===== src/design/sltt_pkg.sv =====
// Shared types and constants for the session table with LRU replacement and TTL aging.
`timescale 1ns / 1ps
`default_nettype none
package sltt_pkg;

  // Request opcodes.
  localparam logic [1:0] OP_LOOKUP  = 2'd0;
  localparam logic [1:0] OP_CREATE  = 2'd1;
  localparam logic [1:0] OP_DESTROY = 2'd2;
  localparam logic [1:0] OP_SWEEP   = 2'd3;

  // Field widths fixed by the interface.
  localparam int ID_W       = 64;
  localparam int STAMP_W    = 32;
  localparam int SLOT_IDX_W = 8;
  localparam int COUNT_W    = 9;

  // Reset value of the idle time to live, in seconds.
  localparam logic [STAMP_W-1:0] IDLE_TTL_RESET = 32'd7200;

  // Sequencer states, one-hot.
  typedef enum logic [2:0] {
    ST_IDLE   = 3'b001,
    ST_SCAN   = 3'b010,
    ST_FINISH = 3'b100
  } state_t;

  // Write command from the sequencer to the slot store.
  typedef struct packed {
    logic                  id_we;
    logic                  stamp_we;
    logic                  set_valid;
    logic                  clr_valid;
    logic [SLOT_IDX_W-1:0] addr;
    logic [ID_W-1:0]       id;
    logic [STAMP_W-1:0]    stamp;
  } store_wr_t;

endpackage
`default_nettype wire


===== src/design/sltt_store.sv =====
// Slot store: identifier and timestamp memories with per-slot valid bits.
`timescale 1ns / 1ps
`default_nettype none
module sltt_store #(
  parameter int SLOT_COUNT = 16
) (
  input  wire                                  clk,
  input  wire                                  rst,
  input  wire  [sltt_pkg::SLOT_IDX_W-1:0]      rd_addr,
  input  wire  sltt_pkg::store_wr_t            wr,
  output logic [sltt_pkg::ID_W-1:0]            rd_id,
  output logic [sltt_pkg::STAMP_W-1:0]         rd_stamp,
  output logic                                 rd_valid
);

  localparam int IDX_W = $clog2(SLOT_COUNT);

  logic [sltt_pkg::ID_W-1:0]    mem_id    [SLOT_COUNT];
  logic [sltt_pkg::STAMP_W-1:0] mem_stamp [SLOT_COUNT];
  logic [SLOT_COUNT-1:0]        valid;

  logic [IDX_W-1:0] wa;
  logic [IDX_W-1:0] ra;

  assign wa = wr.addr[IDX_W-1:0];
  assign ra = rd_addr[IDX_W-1:0];

  // Memory writes and registered reads.
  always_ff @(posedge clk) begin
    if (wr.id_we) begin
      mem_id[wa] <= wr.id;
    end
    if (wr.stamp_we) begin
      mem_stamp[wa] <= wr.stamp;
    end
    rd_id    <= mem_id[ra];
    rd_stamp <= mem_stamp[ra];
  end

  // Valid bits: a slot that is not valid reads as free.
  always_ff @(posedge clk) begin
    if (rst) begin
      valid    <= '0;
      rd_valid <= 1'b0;
    end else begin
      if (wr.set_valid) begin
        valid[wa] <= 1'b1;
      end else if (wr.clr_valid) begin
        valid[wa] <= 1'b0;
      end
      rd_valid <= valid[ra];
    end
  end

endmodule
`default_nettype wire


===== src/design/session_table_lru_ttl_core.sv =====
// Top level of the session table with LRU replacement and TTL aging.
// A new item is accepted only while busy is low; busy stays high through the scan, which
// reads one slot a cycle through the single read port of the slot store into one shared
// compare unit, and through the finish state, so items do not overlap.
// Reset clears every slot at once through the valid bits and sets idle_ttl to 7200.
// Results are strobed for one cycle; the receiver cannot stall them.
`timescale 1ns / 1ps
`default_nettype none
module session_table_lru_ttl_core #(
  parameter int SLOT_COUNT = 16
) (
  input  wire         clk,
  input  wire         rst,
  input  wire         start,
  output logic        busy,
  input  wire  [1:0]  opcode,
  input  wire  [63:0] session_id,
  input  wire  [31:0] now_time,
  input  wire         cfg_we,
  input  wire  [31:0] cfg_wdata,
  output logic        done,
  output logic        hit,
  output logic [7:0]  slot_index,
  output logic        evicted,
  output logic [63:0] evicted_id,
  output logic [8:0]  expired_count
);

  localparam int IDX_W = $clog2(SLOT_COUNT);
  localparam int CNT_W = $clog2(SLOT_COUNT + 1);
  localparam logic [IDX_W-1:0] LAST_IDX = IDX_W'(SLOT_COUNT - 1);
  localparam logic [CNT_W-1:0] SLOTS    = CNT_W'(SLOT_COUNT);

  sltt_pkg::state_t state;

  logic [31:0]      idle_ttl;
  logic [1:0]       op;
  logic [63:0]      id;
  logic [31:0]      now;
  logic [31:0]      thr;
  logic [CNT_W-1:0] rd_cnt;
  logic             pv;
  logic [IDX_W-1:0] proc_idx;
  logic             found;
  logic [IDX_W-1:0] pick;
  logic [IDX_W-1:0] oldest;
  logic [31:0]      oldest_stamp;
  logic [63:0]      oldest_id;
  logic [CNT_W-1:0] cnt;

  logic [sltt_pkg::SLOT_IDX_W-1:0] rd_addr;
  sltt_pkg::store_wr_t             wr;
  logic [63:0]                     rd_id;
  logic [31:0]                     rd_stamp;
  logic                            rd_valid;

  logic [63:0] id_eff;
  logic        is_free;
  logic        id_match;
  logic [31:0] cmp_b;
  logic        older;
  logic        accept;
  logic        sweep_free;

  sltt_store #(
    .SLOT_COUNT(SLOT_COUNT)
  ) u_store (
    .clk      (clk),
    .rst      (rst),
    .rd_addr  (rd_addr),
    .wr       (wr),
    .rd_id    (rd_id),
    .rd_stamp (rd_stamp),
    .rd_valid (rd_valid)
  );

  assign busy   = (state != sltt_pkg::ST_IDLE);
  assign accept = start && !busy;

  // Shared compare unit: the slot time against the oldest so far or the sweep threshold.
  assign id_eff     = rd_valid ? rd_id : 64'd0;
  assign is_free    = (id_eff == 64'd0);
  assign id_match   = (id != 64'd0) && (id_eff == id);
  assign cmp_b      = (op == sltt_pkg::OP_SWEEP) ? thr : oldest_stamp;
  assign older      = (rd_stamp < cmp_b);
  assign sweep_free = (state == sltt_pkg::ST_SCAN) && pv && (op == sltt_pkg::OP_SWEEP)
                      && !is_free && older;

  // Read address follows the scan counter.
  assign rd_addr = sltt_pkg::SLOT_IDX_W'(rd_cnt[IDX_W-1:0]);

  // Store writes: sweep frees during the scan, the other operations write at the finish.
  always_comb begin
    wr           = '0;
    wr.id        = id;
    wr.stamp     = now;
    wr.addr      = sltt_pkg::SLOT_IDX_W'(pick);
    if (sweep_free) begin
      wr.clr_valid = 1'b1;
      wr.addr      = sltt_pkg::SLOT_IDX_W'(proc_idx);
    end else if (state == sltt_pkg::ST_FINISH) begin
      case (op)
        sltt_pkg::OP_LOOKUP: begin
          wr.stamp_we = found;
        end
        sltt_pkg::OP_CREATE: begin
          wr.id_we     = 1'b1;
          wr.stamp_we  = 1'b1;
          wr.set_valid = 1'b1;
          if (!found) begin
            wr.addr = sltt_pkg::SLOT_IDX_W'(oldest);
          end
        end
        sltt_pkg::OP_DESTROY: begin
          wr.clr_valid = found;
        end
        default: begin
          wr.stamp_we = 1'b0;
        end
      endcase
    end
  end

  // Configuration register.
  always_ff @(posedge clk) begin
    if (rst) begin
      idle_ttl <= sltt_pkg::IDLE_TTL_RESET;
    end else if (cfg_we) begin
      idle_ttl <= cfg_wdata;
    end
  end

  // Sequencer control state.
  always_ff @(posedge clk) begin
    if (rst) begin
      state <= sltt_pkg::ST_IDLE;
      pv    <= 1'b0;
      done  <= 1'b0;
    end else begin
      done <= 1'b0;
      case (state)
        sltt_pkg::ST_IDLE: begin
          if (accept) begin
            state <= sltt_pkg::ST_SCAN;
            pv    <= 1'b0;
          end
        end
        sltt_pkg::ST_SCAN: begin
          pv <= (rd_cnt < SLOTS);
          if (pv && (proc_idx == LAST_IDX)) begin
            state <= sltt_pkg::ST_FINISH;
          end
        end
        sltt_pkg::ST_FINISH: begin
          state <= sltt_pkg::ST_IDLE;
          done  <= 1'b1;
        end
        default: begin
          state <= sltt_pkg::ST_IDLE;
        end
      endcase
    end
  end

  // Request capture, scan bookkeeping and result registers.
  always_ff @(posedge clk) begin
    case (state)
      sltt_pkg::ST_IDLE: begin
        if (accept) begin
          op     <= opcode;
          id     <= session_id;
          now    <= now_time;
          thr    <= (now_time > idle_ttl) ? (now_time - idle_ttl) : 32'd0;
          rd_cnt <= '0;
          found  <= 1'b0;
          pick   <= '0;
          cnt    <= '0;
        end
      end
      sltt_pkg::ST_SCAN: begin
        if (rd_cnt < SLOTS) begin
          proc_idx <= rd_cnt[IDX_W-1:0];
          rd_cnt   <= rd_cnt + CNT_W'(1);
        end
        if (pv) begin
          case (op)
            sltt_pkg::OP_CREATE: begin
              if (!found) begin
                if (is_free) begin
                  found <= 1'b1;
                  pick  <= proc_idx;
                end else if ((proc_idx == '0) || older) begin
                  oldest       <= proc_idx;
                  oldest_stamp <= rd_stamp;
                  oldest_id    <= id_eff;
                end
              end
            end
            sltt_pkg::OP_SWEEP: begin
              if (sweep_free) begin
                cnt <= cnt + CNT_W'(1);
              end
            end
            default: begin
              if (!found && id_match) begin
                found <= 1'b1;
                pick  <= proc_idx;
              end
            end
          endcase
        end
      end
      sltt_pkg::ST_FINISH: begin
        hit           <= 1'b0;
        slot_index    <= 8'd0;
        evicted       <= 1'b0;
        evicted_id    <= 64'd0;
        expired_count <= 9'd0;
        case (op)
          sltt_pkg::OP_CREATE: begin
            hit <= 1'b1;
            if (found) begin
              slot_index <= 8'(pick);
            end else begin
              slot_index <= 8'(oldest);
              evicted    <= 1'b1;
              evicted_id <= oldest_id;
            end
          end
          sltt_pkg::OP_SWEEP: begin
            expired_count <= 9'(cnt);
          end
          default: begin
            hit <= found;
            if (found) begin
              slot_index <= 8'(pick);
            end
          end
        endcase
      end
      default: begin
        found <= 1'b0;
      end
    endcase
  end

endmodule
`default_nettype wire


===== config.mk =====
export PLATFORM = sky130hd
export DESIGN_NAME = session_table_lru_ttl_core
export DESIGN_NICKNAME = d
export VERILOG_FILES = /design/src/design/sltt_pkg.sv /design/src/design/sltt_store.sv /design/src/design/session_table_lru_ttl_core.sv
export SDC_FILE = /design/constraint.sdc
export NUM_CORES = 2
export LEC_CHECK = 0
export ABC_AREA = 1
export BUFFER_PORTS_ARGS = -buffer_cell sky130_fd_sc_hd__buf_2
export CORE_ASPECT_RATIO = 1.1
export CORE_MARGIN = 2
export CORE_UTILIZATION = 61
export DETAILED_ROUTE_END_ITERATION = 10
export PLACE_DENSITY = 0.83
export SETUP_SLACK_MARGIN = 0.1
export SLEW_MARGIN = 20
export SYNTH_ARGS = -nofsm -noshare
export SYNTH_HDL_FRONTEND = slang
export SYNTH_SLANG_ARGS = --single-unit

===== constraint.sdc =====
create_clock -name clk -period 10.3 [get_ports clk]
set_clock_uncertainty 0.15 [all_clocks]
set_input_delay 0 -clock clk [delete_from_list [all_inputs] [get_ports clk]]
set_output_delay 0 -clock clk [all_outputs]
set_load 0.005 [all_outputs]

==> impl_metrics.csv <==
group,metric,value,unit
status,outcome,"complete, no violations",
final_layout,syn2layout_area_growth,15.5,%
final_layout,num-nets-final,6493,
clock_network,postCtsResizedCells,0,
final_layout,post-route-util,70.9,%
logic_synthesis,synth-async-reset-ratio,0,%
timing,relSlewSlack,19.5,%
logic_synthesis,synthTopCellsByArea,"edfxtp_1 (71%), nor2_1 (5.0%), dfxtp_1 (3.8%)",
placed_design,portBuffers,210,
clock_network,clock_sinks,2010,
pwr,power_density,191,nW/um^2
clock_network,clkTransAtPathRegs,60,ps
logic_synthesis,yosys.area.top_type_share,70.7,%
floorplan,die_y,381,um
critical_path,critical_path.slowest_cell,"buf_4",
critical_path,start_kind,"register",
floorplan,io_pins,219,
logic_synthesis,syn_inst,5827,
drt,drt-wirelength-per-cell,25.2,um
logic_synthesis,syn_avg_cell_area,13.6,um^2
timing,hold_viol_final,0,
grt,antenna_found_initial,3,
drt,wl_met1,70300,um
floorplan,initial_utilization,61.4,%
clock_network,cts_tree,"built",
floorplan,num_rows,138,
logic_synthesis,ys_seq_elements,2010,
final_layout,final_common_cell,"edfxtp_1",
floorplan,die_area,132000,um^2
final_layout,mostFrequentLayoutCells,"edfxtp_1 (1860), nor2_1 (1025), o21ai_0 (466), nand2_1 (436), dlygate4sd3_1 (328)",
clock_network,cts_root_buffer,"clkbuf_16",
drt,wl_met2,101000,um
logic_synthesis,synth_cell_types,54,
timing,finalCritPeriodShare,54.8,%
floorplan,coreArea,129000,um^2
critical_path,cpPeakStageDelay,840,ps
drt,first_iter_violations,7353,
placed_design,dp_hpwl,110000,um
grt,grt_pass1_wl,306000,um
drt,highest_layer,"met5",
critical_path,end_kind,"register",
final_layout,drive_above_1_share,10.4,%
timing,final.setup.tns,0,ps
grt,grt_util_all_layers,30.5,%
critical_path,crit_chain,"nand2_4, mux2i_1, ha_1, a21oi_1, o21ai_0, o21bai_1, a31oi_2, nand3_4, nand2_1, nand2_2, nor2_2, nand3_1, inv_4, buf_4",
pwr,ir_drop,0.191,mV
grt,gr-total-overflow,0,
clock_network,cts_buffers,188,
logic_synthesis,ys_warn_count,0,
timing,rsz0062_at_grt,"no",
logic_synthesis,synth_ff_type,"edfxtp_1",
timing,finalSetupViolCount,0,
timing,drv_slew,0,
drt,routed_wl,205000,um
grt,grt_start_max_net_pins,229,
critical_path,required,10570,ps
timing,fin_crit,5650,ps
clock_network,postCtsSetupBuffers,0,
placed_design,finalWeightedCongestion,0.920,
clock_network,clk_latency,840,ps
logic_synthesis,yosysTopAreaCell,"edfxtp_1",
grt,first_global_vias,52314,
drt,ant_nets,0,
drt,vias_per_cell,6.40,
pwr,power.static_leakage,31.7,nW
hold_path,hp-class,"in2reg",
drt,drc,0,
critical_path,cp_max_fo,54,
clock_network,htreeDepth,4,
drt,dr.pass1.iters,9,
critical_path,critPathArrivalTime,5920,ps
critical_path,crit_type,"reg2reg",
logic_synthesis,synth-edff-count,1860,
floorplan,die_width,347,um
drt,met3WireLength,20400,um
logic_synthesis,ys_seq_area_share,74.5,%
clock_network,clockBufferDepth,3,
logic_synthesis,synth_area,79000,um^2
drt,vias,52087,
timing,max_slew.worst_pin.slew,1200,ps
timing,clock.fmax,177,MHz
run,drv_cap,0,
## worst paths after layout
kind	startpoint	end	depth (start not counted)	slack (ps)
worst min-delay path	rst	register	3	200
worst max-delay path	op[0]	u_store.mem_id[15][36]	14	4650
worst max register to register	op[0]	u_store.mem_id[15][36]	14	4650
worst min register to register	u_store.rd_stamp[23]	oldest_stamp[23]	0	280
## cells in the mapped netlist, drive strengths merged, types with 2 or more instances
library cell and n:
a2111oi 3, a211oi 4, a21o 4, a21oi 125, a221oi 2, a31oi 5, buf 66, clkbuf 281
clkinv 4, dfxtp 150, edfxtp 1860, ha 65, inv 278, mux2i 187, nand2 454, nand3 215
nand4 30, nor2 1055, nor3 28, nor3b 7, nor4 19, o2111ai 4, o211ai 40, o21a 4
o21ai 468, o21bai 4, o221ai 157, o22ai 14, o32ai 232, or2 11, xnor2 16, xor2 29
## worst max-delay path, delay by kind of cell, from the launching register on
family | cells | cell delay [ps]
AOI/OAI and AO/OA | 4 | 900
buffers and inverters | 2 | 1090
DFF | 1 | 550
adders and majority gates | 1 | 290
and+or+nand+nor | 6 | 1820
muxes | 1 | 330
## cells by family after synthesis
group           share of synthesized area [%]
compound gates                           8.91
xor+xnor                                0.499
fa+ha+maj                                1.06
buf+inv                                  3.18
flops                                    74.5
mux                                      2.37
other cells                           0.00475
simple gates                             9.46
## registers in the layout, indices dropped and copies added, names as in the netlist, 5 cells and up, named ones only
signal,cells
oldest_stamp,32
idle_ttl,32
u_store.mem_stamp,512
u_store.rd_id,64
expired_count,5
oldest_id,64
u_store.rd_stamp,32
cnt,5
rd_cnt,5
id,64
now,32
thr,32
u_store.mem_id,1024
evicted_id,64
## through the flow
step | instances | setup slack (ps) | area, um^2 | power (mW) | hold WS, ps
global placement | 7441 | 5030 | 81400 | 10.5 | 26.6
finish | 8140 | 4650 | 91200 | 17.4 | 198
detailed placement | 7441 | 4850 | 81500 | 10.6 | 28.1
CTS | 8125 | 4790 | 90900 | 17.4 | 140
floorplan | 5834 | 2330 | 79000 | 10.1 | -51.1
global route | 8140 | 4400 | 91200 | 17.9 | 199
## routing by layer
metal  track usage, %  vias up
li1                 -    22462
met1             37.4    25302
met2             51.5     3615
met3             5.06      706
met4             17.9        2
met5                0        -
## timing repair
item,4_1_cts,5_1_grt
setup endpoints to repair,0,0
endpoints found under the hold margin,263,0
hold buffers,328,0
## where the power goes
| part | internal (mW) | total, mW | leakage [nW] | switching (mW) |
|---|---|---|---|---|
| Combinational | 0.444 | 1.34 | 10.6 | 0.892 |
| Sequential | 9.08 | 9.25 | 18.1 | 0.172 |
| Clock | 3.85 | 6.85 | 2.99 | 3.00 |
## layout make-up
type,count,area (um^2)
antenna,1,2.50
clock buffer,271,5280
clock inverter,85,870
fill,7481,37400
inverter,282,1120
multi-input combinational,3195,17800
sequential,2010,58900
tap,1680,2100
timing repair buffer,616,5190
(Power assumes the default switching activity.)
